### src/rtl/core/igf_pkg.sv
`timescale 1ns / 1ps
// ----------------------------------------------------------------------------
// igf_pkg
// Shared types and constants of the inverse-square gravity field pipeline.
// ----------------------------------------------------------------------------
package igf_pkg;

  localparam int FRAC_BITS = 16;

  // Widths of the arithmetic chain
  localparam int DIST_W = 34;               // floor sqrt of a 66-bit sum
  localparam int QUO_W  = 52;               // quotient bits of every division
  localparam int DVD_W  = DIST_W + QUO_W;   // dividend bits seen by a divider
  localparam int RAD_W  = 68;               // radicand, two bits per root bit
  localparam int SREM_W = DIST_W + 2;       // square root partial remainder
  localparam int SQRT_N = RAD_W / 2;
  localparam int DIV_N  = QUO_W;

  // Register stages an item passes through, from st1 to the result register
  localparam int LAT = 3 + SQRT_N + 1 + DIV_N + 2 + DIV_N + 3 + DIV_N + 1;

  localparam logic [DIST_W-1:0] NEAR_RAW =
    DIST_W'(((64'd1 << FRAC_BITS) + 64'd5) / 64'd10);
  localparam logic [30:0] RADIUS_RESET = 31'(64'd1 << FRAC_BITS);
  localparam logic [30:0] GRAV_RESET   =
    31'((64'd981 * (64'd1 << FRAC_BITS) + 64'd50) / 64'd100);

  typedef enum logic [2:0] {
    REG_CENTER_X   = 3'd0,
    REG_CENTER_Y   = 3'd1,
    REG_CENTER_Z   = 3'd2,
    REG_RADIUS     = 3'd3,
    REG_SURF_GRAV  = 3'd4
  } cfg_reg_e;

  typedef struct packed {
    logic signed [31:0] point_x;
    logic signed [31:0] point_y;
    logic signed [31:0] point_z;
    logic signed [31:0] vel_x;
    logic signed [31:0] vel_y;
    logic signed [31:0] vel_z;
  } query_t;

  typedef struct packed {
    logic signed [31:0] grav_x;
    logic signed [31:0] grav_y;
    logic signed [31:0] grav_z;
    logic signed [31:0] new_vel_x;
    logic signed [31:0] new_vel_y;
    logic signed [31:0] new_vel_z;
    logic               too_close;
    logic               clamped;
  } result_t;

  typedef struct packed {
    logic [SREM_W-1:0] rem;
    logic [DIST_W-1:0] root;
    logic [RAD_W-1:0]  rad;
  } sqrt_state_t;

  typedef struct packed {
    logic [DIST_W-1:0] rem;
    logic [QUO_W-1:0]  sh;    // dividend bits not yet used, quotient bits below
    logic [DIST_W-1:0] d;
  } div_state_t;

  // Per-item data riding alongside the arithmetic cells
  typedef struct packed {
    logic [2:0]        neg;
    logic [2:0][31:0]  mag;
    logic [2:0][31:0]  vel;
    logic [DIST_W-1:0] distance;
    logic              near;
    logic              active;
    logic              clamp;
  } item_t;

endpackage

### src/rtl/core/igf_sqrt_cell.sv
`timescale 1ns / 1ps
// ----------------------------------------------------------------------------
// igf_sqrt_cell
// One registered step of a restoring square root: one root bit per cell.
// ----------------------------------------------------------------------------
module igf_sqrt_cell (
  input  logic                 clk,
  input  igf_pkg::sqrt_state_t cur,
  output igf_pkg::sqrt_state_t nxt
);
  import igf_pkg::*;

  logic [SREM_W+1:0] acc;
  logic [SREM_W+1:0] trial;
  logic              ge;

  always_comb begin
    acc   = {cur.rem, cur.rad[RAD_W-1 -: 2]};
    trial = {2'b00, cur.root, 2'b01};
    ge    = (acc >= trial);
  end

  always_ff @(posedge clk) begin
    nxt.rem  <= ge ? SREM_W'(acc - trial) : acc[SREM_W-1:0];
    nxt.root <= {cur.root[DIST_W-2:0], ge};
    nxt.rad  <= {cur.rad[RAD_W-3:0], 2'b00};
  end

endmodule

### config.mk
export PLATFORM = sky130hd
export DESIGN_NAME = igf_sqrt_cell
export DESIGN_NICKNAME = d
export VERILOG_FILES = /design/src/rtl/core/igf_pkg.sv /design/src/rtl/core/igf_sqrt_cell.sv
export SDC_FILE = /design/constraint.sdc
export NUM_CORES = 1
export LEC_CHECK = 0
export ABC_AREA = 1
export BUFFER_PORTS_ARGS = -buffer_cell sky130_fd_sc_hd__buf_4
export CELL_PAD_IN_SITES_DETAIL_PLACEMENT = 1
export CELL_PAD_IN_SITES_GLOBAL_PLACEMENT = 1
export CORE_MARGIN = 4
export CORE_UTILIZATION = 30
export DETAILED_ROUTE_END_ITERATION = 6
export PLACE_DENSITY_LB_ADDON = 0.08
export SLEW_MARGIN = 20
export SYNTH_ARGS = -nofsm -noshare
export SYNTH_HDL_FRONTEND = slang
export SYNTH_SLANG_ARGS = --single-unit
export TNS_END_PERCENT = 10
### constraint.sdc
create_clock -name clk -period 1.6 [get_ports clk]
set_input_delay 0.08 -clock clk [delete_from_list [all_inputs] [get_ports clk]]
set_output_delay 0.08 -clock clk [all_outputs]
set_load 0.005 [all_outputs]
## After elaboration in Yosys (flattened, before gate mapping)

Index checks and enable logic that the tools add are counted.

| operators by class | value |
|---|---|
| mux-type cells | 1 |
| add/sub/neg operators | 1 |
| magnitude comparators | 1 |

Operators by type and width:

| kind | number |
|---|---|
| $ge 38x36->1 | 1 |
| $mux 36 | 1 |
| $sub 36x36->36 | 1 |

| storage, ports and cells | value |
|---|---|
| input bits | 139 |
| register bits after elaboration | 136 |
| word-level logic and storage cells | 6 |
| output and inout bits | 138 |

## Longest topological paths before layout

Gate-level depths: netlist of run 1.

| logic depth | value |
|---|---|
| word-level depth | 2 |
| gate-level depth with buffers | 16 |
| gate-level depth less buffers | 15 |

## Least setup slack after synthesis of run 1

Ideal clock, no wire load.

| timing path | value |
|---|---|
| path kind | in2reg |
| from | in cur[95] (netlist bit) |
| to | reg nxt[119] (netlist bit) |
| setup slack | 11 ps |
| cell stages on the path | 11 |
| data required time | 1,488 ps |
| path buffers | 2 |
| library setup time | 112 ps |
| arrival | 1,476 ps |
| path through | inv_1 -> ha_1 -> a21oi_1 -> and2_1 -> nand2_1 -> a21oi_1 -> nand4_2 -> buf_6 -> buf_12 -> nand2_2 -> nand2_1 |

| on the way | value |
|---|---|
| word-level cells in the longest chain between the ends | 2 |

Ends and longest elaborated chain:

| element | line | RTL |
|---|---|---|
| start, declared | igf_sqrt_cell.sv:8 | `input igf_pkg::sqrt_state_t cur,` |
| $ge 38x36->1 | igf_sqrt_cell.sv:20 | `ge = (acc >= trial);` |
| $mux 36 | igf_sqrt_cell.sv:24 | `nxt.rem <= ge ? SREM_W'(acc - trial) : acc[SREM_W-1:0];` |
| end, declared | igf_sqrt_cell.sv:9 | `output igf_pkg::sqrt_state_t nxt` |

Every way passes these cells.

## Worst setup path after layout of run 1

| timing path | value |
|---|---|
| from | in cur[89] (netlist bit) |
| to | reg nxt[128] (netlist bit) |

| on the way | value |
|---|---|
| word-level cells in the longest chain between the ends | 2 |
| elaborated cells between the ends (all ways) | 3 |
| those cells by class | 1 x add/sub; 1 x order compare; 1 x mux |

Ends and longest elaborated chain:

| element | line |
|---|---|
| $sub 36x36->36 / $ge 38x36->1 (equally long branches) | igf_sqrt_cell.sv:24, igf_sqrt_cell.sv:20 |
| $mux 36 * | igf_sqrt_cell.sv:24 |

Every way passes the cells marked *; elsewhere a longest branch is shown, timed or not.

==> results of run 1 <==
## report_power, final
group / total, uW / internal, uW / switching (uW)
Combinational: 3070 / 1650 / 1420
Clock: 4120 / 2340 / 1780
Sequential: 3820 / 3710 / 114
Total: 11000 / 7710 / 3310
## Yosys cell counts (3+ instances only)
| master | n |
|---|---|
| nor2_1 | 47 |
| nand3_2 | 31 |
| o21bai_1 | 9 |
| nand3b_1 | 9 |
| nor2_2 | 10 |
| buf_12 | 4 |
| inv_1 | 129 |
| buf_6 | 5 |
| o21ai_0 | 5 |
| xor2_1 | 17 |
| nand4_1 | 6 |
| nand2_1 | 248 |
| and2_1 | 3 |
| ha_1 | 36 |
| a21oi_1 | 25 |
| dfxtp_1 | 136 |
| nand2_2 | 35 |
| nor3_1 | 7 |
| nor2_4 | 4 |
| nand3_1 | 48 |
## through the flow
step	setup slack, ns	hold WS (ns)
2_1_floorplan	0.01146	0.1077
3_3_place_gp	-0.5240	0.1842
3_5_place_dp	-0.4892	0.1856
4_1_cts	0.02991	0.03042
5_1_grt	-0.05976	0.06116
6_report	0.04635	0.04636
## per-layer routing
metal,vias to the layer above,part of all wire (%),wire length (um)
met3,29,5.1,1546
met2,210,51,15470
met5,-,0,0
li1,3702,-,-
met1,3492,42,12760
met4,0,1.8,551
## worst max-delay path, delay by kind of cell
kind,cells,cell delay (ns)
adder cells (fa/ha/maj),1,0.35
buffers and inverters,3,0.34
AND/OR/NAND/NOR,9,0.91
AO/OA/AOI/OAI,1,0.18
## cells by family after synthesis
family / after synthesis
buf+inv: 147
other cells: 1
fa+ha+maj: 36
simple gates: 452
flops: 136
xor+xnor: 18
compound gates: 41
## worst min-delay path by stage
stage                  from        to  depth (start not counted)  slack [ns]
finish              cur[66]  nxt[102]                          5        0.05
global route        cur[66]  nxt[102]                          5        0.06
CTS                 cur[66]  nxt[102]                          5        0.03
detailed placement  cur[47]   nxt[49]                          1        0.19
global placement    cur[34]   nxt[36]                          1        0.18
floorplan           cur[99]  nxt[100]                          0        0.11
## timing repair
action,CTS,global route
hold buffers,135,0
pin swaps,0,2
resized for setup,1,35
setup endpoints to repair,29,36
gates cloned,0,2
hold endpoints to repair,135,0
buffers inserted,0,3
## layout make-up
| class | instances | area (um2) | share of cell area [%] |
|---|---|---|---|
| Multi-Input combinational cell | 549 | 3202 | 26.55 |
| Timing Repair Buffer | 566 | 4700 | 38.97 |
| Sequential cell | 136 | 2723 | 22.58 |
| Tap cell | 275 | 344.1 | 2.854 |
| Inverter | 133 | 499.2 | 4.140 |
| Clock inverter | 14 | 161.4 | 1.339 |
| Clock buffer | 18 | 429.2 | 3.559 |
==> reports/results.tsv, run 1 <==
metric	value	unit
H-tree levels	4	
total vias in the final route	7433	
sequential fraction of the synthesis area	42.36	%
Compound-Gate Fraction of Synth Area	3.640	%
routed wire length	30330	um
CP startpoint kind	input pin	
biggest regs	nxt: 136 flops	
Core Region	21020	um2
Layout Utilization	57.36	%
DRT Pass-1 Iters	4	
layout cells sized above 1	40.47	%
Final #Nets	1578	
final std cells w/o fill	1691	
width of the die	154.4	um
Area Overhead vs Synth	87.60	%
Tot Pwr	11020	uW
cell taking the most area after synthesis	dfxtp_1	
CP Max Fanout	9	
number of flip-flops in the largest register	136	
met1 Usage GRT	29.54	%
Post-DRT Antenna Nets	0	
Via density	4.396	
final setup fails	0	
RSZ-0062 raised after global routing	true	
XOR/XNOR share of the synthesized area	2.453	%
Required @ worst endpoint	1.92	ns
synth unique cells	33	
Max-Cap Viols	0	
final hold vios	0	
most used cell, CP	nand2_1	
Tmin final	1.554	ns
CP Class	input pin to flip-flop	
antenna violations before repair	0	
Post-Synth Simple-Gate Area	33.97	%
GRT Max-Usage Layer	met2	
post-synth top area share	42.36	%
Biggest register	nxt	
Peak Freq	643.6	MHz
placed cell area	9861	um2
synth top area cells	dfxtp_1 (42%), nand2_1 (14%), inv_1 (7.5%), ha_1 (7.0%), nand3_2 (4.8%)	
largest net degree at the start of global routing	18	
met2 Resource Use GR	45.09	%
Die Span Y	154.4	um
WP data arrival	1.87	ns
commonest non-fill, non-tap cells in the layout	buf_4 (422), nand2_1 (243), dfxtp_1 (136)	
Placed Cells incl. Taps	1519	
CTS tree	built	
Design Area, Final	12060	um2
vias in the first global route	8140	
fillcell total	2530	
netlist area before placement	6427	um2
cts bufs inserted	17	
EDFF count, synth	0	
DR WL/cell	17.94	um
syn avg cell area	7.735	um2
# rows	53	
most common library cell in the layout ignoring fill and taps	buf_4	
Total Neg Setup Slack	0	ns
P_leak	0.006300	uW
post-synthesis register bit count	136	
Slew Viols, Final	0	
Ys Warns	0	
CTS sink cnt	136	
mux cell area share after synthesis	0	%
dpl hpwl	20470	um
GPL Wtd Cong	0.8434	
Post-Synth Adder-Cell Area	7.008	%
Slowest cell on crit path	ha_1	
Pwr Density	913.7	nW/um2
Max clock buf depth	2	
clock tree root driver cell	clkbuf_16	
status	completed	
IO Port Bufs	274	
Starting Density	30.58	%
crit path from	cur[89]	
GRT Total Usage	24.65	%
first-pass GRT wire length	45930	um
initial DRC count	237	
Async SR Flop Fraction	0	%
io pins	277	
antenna cell count	0	
Setup crit end	nxt[128]	
element type at the critical path end	flip-flop	
critical path's largest stage delay	0.35	ns
DRC viols	0	
clock-pin slew on the worst setup and hold paths	0.07	ns
met3 Track Usage GR	5.204	%
GRT overflow	0	
synthesized instance count	831	
ys flop type	dfxtp_1	
VDD IR-drop max	617.9	uV
final worst-path cycle share	97.10	%
main combinational cell family by area after synthesis	simple AND/OR/NAND/NOR gates	
die area	23830	um2
hold crit path type	input pin to flip-flop	
crit-path cells	buf_4 -> inv_1 -> ha_1 -> nand2_1 -> nand2_1 -> nand2_1 -> nand2_1 -> nand2_1 -> nand2_1 -> a21oi_2 -> nand4_2 -> buf_4 -> nand3_1 -> nand2_1	
Note: power is estimated with default switching activity, not from simulation.
==> run 2, diff against run 1 <==
CORE_ASPECT_RATIO = 0.75   (was default)
==> run 2 against run 1 <==
  * First-iteration DRC count up 30%
  * Die area up 0.10%
  * Sequential power about the same
  * Largest power group unchanged
  * Critical path type unchanged
  * Worst hold slack worse by 0.029 ns
  * Core utilization up 1.5 points
  * Clock-buffer cell count unchanged
  * Setup slack worse by 0.0025 ns
  * Combinational power up 5%
  * Cell area up 3.0%
  * Sequential share of layout area down 0.67 points
  * Routed wire length down 4.5%
  * Critical endpoint is now nxt[118]
==> reports/results.tsv, run 2 (synthesized netlist as in run 1, its figures left out) <==
metric	value	unit
total vias in the final route	7479	
Pwr Density	892.5	nW/um2
Layout Utilization	58.82	%
cts bufs inserted	17	
Max clock buf depth	2	
Slew Viols, Final	0	
DRC viols	0	
width of the die	177.0	um
area of the multi-input gates	3425	um2
most common library cell in the layout ignoring fill and taps	buf_4	
CTS tree	built	
number of flip-flops in the largest register	136	
Tmin final	1.556	ns
dpl hpwl	19330	um
final setup fails	0	
Core Region	21120	um2
Die Span Y	134.8	um
hold slack	0.01687	ns
CP Class	input pin to flip-flop	
critical path's largest stage delay	0.30	ns
largest net degree at the start of global routing	19	
VDD IR-drop max	576.3	uV
Post-DRT Antenna Nets	0	
vias in the first global route	8009	
# rows	46	
GRT overflow	0	
GRT Total Usage	23.10	%
IO Port Bufs	274	
antenna cell count	0	
final worst-path cycle share	97.26	%
final hold vios	0	
Starting Density	30.43	%
fillcell total	2558	
crit-path cells	buf_4 -> inv_1 -> ha_2 -> nand2_4 -> inv_1 -> nand2_1 -> and2_4 -> nand2_2 -> a21oi_4 -> nand4_4 -> clkbuf_16 -> buf_12 -> nand2_2 -> nand2_1	
worst path bufs/invs	5	
DR WL/cell	16.90	um
clock tree root driver cell	clkbuf_16	
CTS sink cnt	136	
die area	23850	um2
Biggest register	nxt	
antenna violations before repair	0	
RSZ-0062 raised after global routing	true	
io pins	277	
Total Neg Setup Slack	0	ns
commonest non-fill, non-tap cells in the layout	buf_4 (428), nand2_1 (234), dfxtp_1 (136)	
Required @ worst endpoint	1.92	ns
initial DRC count	308	
H-tree levels	4	
element type at the critical path end	flip-flop	
first-pass GRT wire length	43450	um
CP Max Fanout	4	
routed wire length	28950	um
GPL Wtd Cong	0.8847	
DRT Pass-1 Iters	4	
Area Overhead vs Synth	93.30	%
clock-pin slew on the worst setup and hold paths	0.07	ns
WP data arrival	1.87	ns
Final #Nets	1587	
Via density	4.366	
CP startpoint kind	input pin	
Storage cell area	2723	um2
biggest regs	nxt: 136 flops	
hold crit path type	input pin to flip-flop	
P_leak	0.006400	uW
largest delay contributor family on the critical path	simple AND/OR/NAND/NOR gates	
status	completed	
Max-Cap Viols	0	
Peak Freq	642.6	MHz
layout cells sized above 1	43.02	%
Slowest cell on crit path	ha_2	
## run 2: where the power goes
| part | switching (uW) | total [uW] | internal (uW) |
|---|---|---|---|
| combinational | 1470 | 3210 | 1730 |
| clock | 1820 | 4070 | 2260 |
| sequential | 101 | 3810 | 3710 |
## run 2: routing by layer
layer  share of wire, %  vias to the layer above  track usage [%]  wire length, um
met5                  0                        -                0                0
met4                1.1                        0            5.369              311
met3                5.6                       22            4.814             1607
met2                 49                      198            39.63            14320
met1                 44                     3528            30.02            12720
li1                   -                     3731                -                -
## run 2: final cells by class
class	instances	share of cell area [%]
timing repair buffer	575	38.82
multi-input combinational	549	27.56
sequential	136	21.91
inverter	133	4.018
clock buffer	18	3.535
tap	288	2.900
clock inverter	14	1.249
## run 2: per-stage QoR
| step | cell area (um2) | worst slack, ns | cells | total power (uW) |
|---|---|---|---|---|
| finish | 12420 | 0.04380 | 1713 | 11090 |
| CTS | 11890 | 0.0001394 | 1705 | 10920 |
| global route | 12420 | -0.03900 | 1713 | 11670 |
| floorplan | 6431 | 0.01146 | 832 | 4970 |
| global placement | 9970 | -0.4663 | 1541 | 6511 |
| detailed placement | 9970 | -0.4640 | 1541 | 6555 |
## run 2: path summary, 6_finish.rpt
kind / startpoint / endpoint / cells after the start
worst min-delay path: cur[135] / nxt[137] / 4
worst max-delay path: cur[94] / nxt[118] / 14
## run 2: timing repair
action	CTS	global route
hold endpoints to repair	132	0
buffers inserted	0	4
pin swaps	0	12
gates resized for setup	1	75
cloned	0	4
setup endpoints to repair	2	36
hold buffers	132	0
